===== config.mk =====
export PLATFORM = sky130hd
export DESIGN_NAME = lac_front
export DESIGN_NICKNAME = d
export VERILOG_FILES = /design/src/hw/rtl/lagged_autocovariance_macros.svh /design/src/hw/rtl/lac_pkg.sv /design/src/hw/rtl/lac_front.sv
export SDC_FILE = /design/constraint.sdc
export NUM_CORES = 1
export LEC_CHECK = 0
export BUFFER_PORTS_ARGS = -buffer_cell sky130_fd_sc_hd__buf_4
export CORE_AREA = 2 2 83 85
export CTS_CLUSTER_SIZE = 30
export DETAILED_ROUTE_END_ITERATION = 6
export DIE_AREA = 0 0 85 87
export PLACE_DENSITY = 0.82
export SKIP_CTS_REPAIR_TIMING = 1
export SYNTH_ARGS = -nofsm -noshare
export SYNTH_HDL_FRONTEND = slang
export SYNTH_SLANG_ARGS = --single-unit

===== constraint.sdc =====
create_clock -name clk_i -period 9.4 [get_ports clk_i]
set_clock_uncertainty 0.1 [all_clocks]
set_input_delay 0.47 -clock clk_i [delete_from_list [all_inputs] [get_ports clk_i]]
set_output_delay 0.47 -clock clk_i [all_outputs]
set_load 0.02 [all_outputs]

===== src/hw/rtl/lagged_autocovariance_macros.svh =====
// Assertion helpers for the lagged autocovariance block.
// Both macros sample on clk_i and are gated by rst_ni.
`ifndef LAGGED_AUTOCOVARIANCE_MACROS_SVH
`define LAGGED_AUTOCOVARIANCE_MACROS_SVH

`define LAC_ASSERT(lbl, prop, msg) \
  lbl: assert property (@(posedge clk_i) disable iff (!rst_ni) (prop)) else $error(msg);

`define LAC_ASSERT_NEXT(lbl, ante, cons, msg) \
  `LAC_ASSERT(lbl, (ante) |=> (cons), msg)

`endif


===== src/hw/rtl/lac_pkg.sv =====
// ----------------------------------------------------------------------------
// lac_pkg
// Shared types and constants of the lagged autocovariance block.
// ----------------------------------------------------------------------------
package lac_pkg;

  localparam int SAMPLE_W    = 16;
  localparam int MAX_SAMPLES = 4096;
  localparam int ADDR_W      = $clog2(MAX_SAMPLES);
  localparam int CNT_W       = ADDR_W + 1;
  localparam int MAX_LAGS    = 64;
  localparam int LAG_W       = 6;
  localparam int LAGN_W      = 7;
  localparam int SKIP_W      = 12;
  localparam int FIRST_W     = SKIP_W + 1;
  localparam int SX_W        = SAMPLE_W + ADDR_W + 1;
  localparam int SXY_W       = 2 * SAMPLE_W + ADDR_W;
  localparam int SXY_LO_W    = SXY_W / 2;
  localparam int SXY_HI_W    = SXY_W - SXY_LO_W;
  localparam int D_W         = SXY_W + CNT_W + 1;
  localparam int FRAC_W      = 8;
  localparam int MAG_W       = D_W + FRAC_W;
  localparam int COV_W       = 39;
  localparam int NSQ_W       = 2 * CNT_W;
  localparam int REM_W       = NSQ_W + 1;
  localparam int DIVC_W      = $clog2(MAG_W + 1);
  localparam int PADDR_W     = 3;

  // register index, taken from paddr[2]
  localparam logic REG_SKIP = 1'b0;
  localparam logic REG_LAGS = 1'b1;

  localparam logic [SKIP_W-1:0] SKIP_RST = '0;
  localparam logic [LAGN_W-1:0] LAGS_RST = LAGN_W'(32);

  typedef struct packed {
    logic [CNT_W-1:0]  total;
    logic [SKIP_W-1:0] skip;
    logic [LAGN_W-1:0] lags;
  } job_t;

  typedef struct packed {
    logic [LAG_W-1:0]         lag;
    logic signed [COV_W-1:0]  cov;
    logic [LAGN_W-1:0]        run;
    logic                     few;
    logic                     fin;
  } res_t;

  typedef enum logic [2:0] {
    ST_IDLE,
    ST_SETUP,
    ST_WALK,
    ST_MUL,
    ST_DIFF,
    ST_DIV,
    ST_EMIT
  } back_state_e;

endpackage


===== src/hw/rtl/lac_front.sv =====
// ----------------------------------------------------------------------------
// lac_front
// Loads samples into the store and queues one job per finished series.
// ----------------------------------------------------------------------------
module lac_front (
  input  logic                                clk_i,
  input  logic                                rst_ni,
  input  logic                                push,
  output logic                                full,
  input  logic signed [lac_pkg::SAMPLE_W-1:0] sample_i,
  input  logic                                last_i,
  input  logic [lac_pkg::SKIP_W-1:0]          skip_i,
  input  logic [lac_pkg::LAGN_W-1:0]          lags_i,
  input  logic                                back_busy_i,
  input  logic                                job_pop_i,
  output logic                                job_valid_o,
  output lac_pkg::job_t                       job_o,
  output logic                                we_o,
  output logic [lac_pkg::ADDR_W-1:0]          waddr_o,
  output logic [lac_pkg::SAMPLE_W-1:0]        wdata_o
);

  logic [lac_pkg::CNT_W-1:0]  total_q, total_d, total_inc;
  logic                       accept;
  logic [lac_pkg::LAGN_W-1:0] lags_clamp;
  lac_pkg::job_t              jq_q [2];
  logic                       wp_q, rp_q;
  logic [1:0]                 cnt_q;
  logic                       enq;

  // store is shared with the back end, so hold off while a job is in flight
  assign full   = (cnt_q != 2'd0) || back_busy_i;
  assign accept = push && !full;
  assign we_o   = accept && (total_q < lac_pkg::CNT_W'(lac_pkg::MAX_SAMPLES));
  assign waddr_o   = total_q[lac_pkg::ADDR_W-1:0];
  assign wdata_o   = sample_i;
  assign total_inc = total_q + lac_pkg::CNT_W'(we_o);
  assign enq       = accept && last_i;

  always_comb begin
    if (lags_i == '0) begin
      lags_clamp = lac_pkg::LAGN_W'(1);
    end else if (lags_i > lac_pkg::LAGN_W'(lac_pkg::MAX_LAGS)) begin
      lags_clamp = lac_pkg::LAGN_W'(lac_pkg::MAX_LAGS);
    end else begin
      lags_clamp = lags_i;
    end
    total_d = enq ? '0 : total_inc;
  end

  always_ff @(posedge clk_i or negedge rst_ni) begin
    if (!rst_ni) begin
      total_q <= '0;
      wp_q    <= 1'b0;
      rp_q    <= 1'b0;
      cnt_q   <= '0;
    end else begin
      total_q <= total_d;
      if (enq) begin
        wp_q <= !wp_q;
      end
      if (job_pop_i) begin
        rp_q <= !rp_q;
      end
      cnt_q <= cnt_q + 2'(enq) - 2'(job_pop_i);
    end
  end

  always_ff @(posedge clk_i) begin
    if (enq) begin
      jq_q[wp_q] <= '{total: total_inc, skip: skip_i, lags: lags_clamp};
    end
  end

  assign job_valid_o = (cnt_q != 2'd0);
  assign job_o       = jq_q[rp_q];

endmodule


; ---- Word level (Yosys, flattened, before mapping)
; Memories as Yosys holds them, arrays and structs flattened.
; Cells that the tools add are included.
[classes]
order_cmp = 2
add_sub_neg = 3
muxes = 5
n_reduce_logical = 9
[ops]
columns = cell, n
row1 = $mux W7, 2
row2 = $add A13 B1 Y13, 1
row3 = $lt A13 B13 Y1 const B, 1
row4 = $mux W13, 1
row5 = $gt A7 B7 Y1 const B, 1
row6 = $logic_not A7 Y1, 1
row7 = $logic_and A1 B1 Y1, 3
row8 = $logic_not A1 Y1, 3
row9 = $add A2 B1 Y2, 1
row10 = $mux W1, 2
row11 = $reduce_bool A2 Y1, 1
row12 = $sub A2 B1 Y2, 1
row13 = $logic_or A1 B1 Y1, 1
[totals]
elab_cells = 24
out_inout_bits = 63
in_bits = 41
register_bits = 17
memories = 1
mem_bits_rw = 64
[mem_list]
columns = memory, depth, word_bits, rd, rd_ports_with_merged_regs, wr, line_no
row1 = jq_q, 2, 32, 1, 0, 1, lac_front.sv:26  ; lac_pkg::job_t jq_q [2];

; ---- Depth between registers and ports, before layout
[depth]
ltp_word = 7
ltp_mapped = 9
depth_no_buf = 8

; ---- Least setup slack after synthesis
; Ideal clock, no wire load.
[synth_path]
path_type = input-to-reg
from = in back_busy_i
to = mem jq_q[0][0] in the netlist's numbering (enable)
cell_stages = 5
required_ns = 8.879
arrival_ns = 2.647
n_path_buf = 1
path_slack_ns = 6.232
cell_sequence = or4b_1 -> buf_6 -> nor2_8 -> inv_4 -> nor2_1
[synth_via]
elab_chain_cells = 6
[synth_rtl]
columns = element, line_no
row1 = start: declaration, lac_front.sv:14  ; input logic back_busy_i,
row2 = $logic_or A1 B1 Y1, lac_front.sv:32  ; assign full = (cnt_q != 2'd0) || back_busy_i;
row3 = $logic_not A1 Y1, lac_front.sv:33  ; assign accept = push && !full;
row4 = $logic_and A1 B1 Y1, lac_front.sv:33
row5 = $logic_and A1 B1 Y1, lac_front.sv:38  ; assign enq = accept && last_i;
row6 = $mux W1, lac_front.sv:70  ; if (enq) begin
row7 = $mux W1 (implied by the code), lac_front.sv:71  ; jq_q[wp_q] <= '{total: total_inc, skip: skip_i, lags: lags_clamp};
row8 = end: declaration, lac_front.sv:26
; No other way between the ends.

; ---- Final worst setup path
[layout_path]
from = reg cnt_q[1]
to = mem jq_q[0][29] in the netlist's numbering (data pin)
[layout_via]
elab_chain_cells = 6
[layout_rtl]
columns = element, line_no
row1 = start: declaration, lac_front.sv:28  ; logic [1:0] cnt_q;
row2 = start signal: assignment, lac_front.sv:65  ; cnt_q <= cnt_q + 2'(enq) - 2'(job_pop_i);
row3 = $reduce_bool A2 Y1, lac_front.sv:32
row4 = $logic_or A1 B1 Y1, lac_front.sv:32
row5 = $logic_not A1 Y1, lac_front.sv:33
row6 = $logic_and A1 B1 Y1, lac_front.sv:33
row7 = $logic_and A1 B1 Y1, lac_front.sv:34  ; assign we_o = accept && (total_q < lac_pkg::CNT_W'(lac_pkg::MAX_SAMPLES));
row8 = $add A13 B1 Y13, lac_front.sv:37  ; assign total_inc = total_q + lac_pkg::CNT_W'(we_o);
row9 = named net total_inc (one bit), lac_front.sv:23  ; logic [lac_pkg::CNT_W-1:0] total_q, total_d, total_inc;
; The timed path passes the listed nets, and every way through them passes these cells.

==> impl_metrics.json <==
{
  "antenna_found_initial": 0,
  "dieArea_um2": 7400,
  "synth_top_family_by_area": "multiplexers",
  "rows": 30,
  "area_delta_synth_final_pct": 16.7,
  "layout_commonest_cell": "buf_4",
  "coreArea_um2": 6570,
  "regArea_um2": 2350,
  "synth_area_um2": 3500,
  "yosysSeqAreaShare_pct": 67.0,
  "die_w_um": 85,
  "synthAdderAreaFrac_pct": 1.43,
  "routed_via_density": 5.24,
  "finalSetupTns_ns": 0,
  "start_kind": "flop",
  "setup_slack_ns": 6.47,
  "multi_input_area_um2": 897,
  "busiest_layer": "met2",
  "postSynth.asyncResetShare_pct": 21.0,
  "groute.usage.overall_pct": 16.6,
  "syn_area_per_cell_um2": 15.3,
  "max_slew_margin_pct": 34.2,
  "grt_pass1_wl_mm": 9.42,
  "cts-htree-levels": 3,
  "preCtsSetupSlack_ns": 6.32,
  "setup_viol": 0,
  "synth_ff_type": "edfxtp_1",
  "clock_sinks": 81,
  "cpPeakStageDelay_ns": 0.74,
  "crit_required_ns": 9.37,
  "die_h_um": 87,
  "synthSimpleGateAreaFrac_pct": 7.15,
  "path_cells": "or4b_1 -> nor2_1 -> ha_1 -> ha_1 -> nand3_1 -> nor3_1 -> xor2_1",
  "grt_pass1_vias": 1998,
  "synth-compound-area-share_pct": 2.64,
  "period_share_pct": 31.2,
  "dr.first_iter.drc_count": 51,
  "place.gp.congestion": 0.737,
  "drt-total-wl_mm": 5.93,
  "synth-seq-cells": 81,
  "finalMaxSlewViolations": 0,
  "cts-root-buf": "clkbuf_8",
  "synth_xor_area_share_pct": 2.75,
  "vias": 1913,
  "worst_setup_path_end_kind": "flop",
  "synthMuxAreaShare_pct": 11.4,
  "clk_pin_slew_ns": 0.08,
  "place.port_buffers": 71,
  "synth_nets": 274,
  "io_pins": 104,
  "leakagePower_nw": 1.62,
  "rsz0062_at_grt": "no",
  "outcome": "finished, final reports clean",
  "power.density_nw_per_um2": 232,
  "num-nets-final": 325,
  "max_slew.worst_pin.slew_ns": 0.985,
  "dr.pass1.iters": 4,
  "antennaDiodeCount": 0,
  "mostFrequentLayoutCells": "buf_4 (73), edfxtp_1 (64), mux2_2 (32), dfrtp_1 (17)",
  "cp.arrival_ns": 2.90,
  "slowest_stage": "or4b_1",
  "cts_max_path_buffers": 2,
  "ant_nets": 0,
  "cap_viol_max_count": 0,
  "numCtsBuffers": 9,
  "synthCells": 229,
  "critical_path_class": "flop to flop",
  "peakVddDrop_v": 0.000181,
  "hold_class": "input port to flop",
  "yosysWarnings": 0,
  "yosysUniqueCellTypes": 29,
  "nFillCells": 505,
  "crit_top_cell": "ha_1",
  "critPathMaxFanout": 10,
  "synth_edf_count": 64,
  "clk_latency_ns": 0.33,
  "met1_usage_pct": 18.6,
  "period_minus_slack_ns": 2.93,
  "dp_hpwl_mm": 3.85,
  "cts_tree": "built",
  "fmax_mhz": 341,
  "finalHoldViolations": 0,
  "grt_use_met2_pct": 29.2,
  "met3_usage_pct": 5.02,
  "layout-drive-gt1-share_pct": 43.9,
  "start_util_pct": 53.3,
  "drcViolationCount": 0,
  "grt_start_max_net_pins": 33,
  "globalRoute.totalOverflow": 0,
  "wl_per_cell_um": 16.2
}
==> path summary, 6_finish.rpt <==
path | from | to | slack (ns) | cells after the start
worst max-delay path | cnt_q[1]$_DFF_PN0_ | jq_q[0][29]$_DFFE_PP_ | 6.47 | 7
worst min-delay path | skip_i[0] | jq_q[0][7]$_DFFE_PP_ | 0.21 | 1
max in group asynchronous | rst_ni | total_q[7]$_DFF_PN0_ | 8.57 | 2
min in group asynchronous | rst_ni | cnt_q[0]$_DFF_PN0_ | 0.43 | 2
worst min register to register | rp_q$_DFFE_PN0P_ | rp_q$_DFFE_PN0P_ | 0.39 | 1
worst max register to register | cnt_q[1]$_DFF_PN0_ | jq_q[0][29]$_DFFE_PP_ | 6.47 | 7
==> sequential cells by signal, summed over array words and instances (netlist names) <==
name     count
jq_q        64
total_q     13
wp_q         1
cnt_q        2
rp_q         1
==> per-stage QoR <==
stage	power [mW]	hold WS, ns	cells	cell area, um2	utilization (%)
global placement	0.745	0.250	348	3910	59.6
CTS	0.965	-0.121	364	4080	62.1
floorplan	0.653	0.0744	229	3500	-
finish	0.950	0.209	365	4090	62.2
global route	0.997	0.193	365	4090	62.2
detailed placement	0.750	0.254	348	3910	59.6
==> cells in the mapped netlist, drive strengths merged (2+ instances only) <==
cell | n | share of area (%)
nor2 | 5 | 1.0
nand4 | 3 | 0.54
or3 | 5 | 0.89
o21bai | 3 | 0.64
and2 | 6 | 1.2
nand2 | 6 | 0.64
xnor2 | 6 | 1.5
a21oi | 5 | 0.71
o21ai | 9 | 1.3
nor3 | 4 | 0.57
ha | 4 | 1.4
nand3 | 4 | 0.57
dfrtp | 17 | 12
edfxtp | 64 | 55
inv | 5 | 0.61
mux2i | 4 | 1.1
mux2 | 32 | 10
xor2 | 5 | 1.3
buf | 32 | 6.8
nor2b | 5 | 0.89
clkbuf | 2 | 0.21
==> per-layer routing <==
metal  vias up  routed length, um
li1        904                  -
met3        10                400
met2        58               3060
met4         0                 72
met1       941               2400
met5         -                  0
==> power breakdown <==
group          switching (mW)  internal, mW  leakage [nW]
sequential             0.0177         0.417         0.812
clock                   0.118        0.0952        0.0770
combinational           0.155         0.147         0.727
total                   0.291         0.659          1.62
==> critical path: cells and delay by family, from the launching register on <==
kind	cells	cell delay, ns
simple gates	4	1.61
fa+ha+maj	2	0.42
xor+xnor	1	0.13
flops	1	0.41
==> final cells by class <==
cell class | instances | area share, %
sequential | 81 | 57.4
timing repair buffer | 74 | 13.7
tap | 80 | 2.45
inverter | 5 | 0.520
clock inverter | 5 | 0.796
multi-input combinational | 109 | 21.9
clock buffer | 11 | 3.21
==> cells by family (layout without fill, tap and decap cells) <==
| kind of cell | Yosys count | after routing |
|---|---|---|
| adders and majority gates | 4 | 4 |
| AOI/OAI and AO/OA | 17 | 17 |
| muxes | 36 | 36 |
| buffers and inverters | 39 | 95 |
| and+or+nand+nor | 41 | 41 |
| xor gates and xnor gates | 11 | 11 |
| DFF | 81 | 81 |
Note: power is estimated with default switching activity, not from simulation.
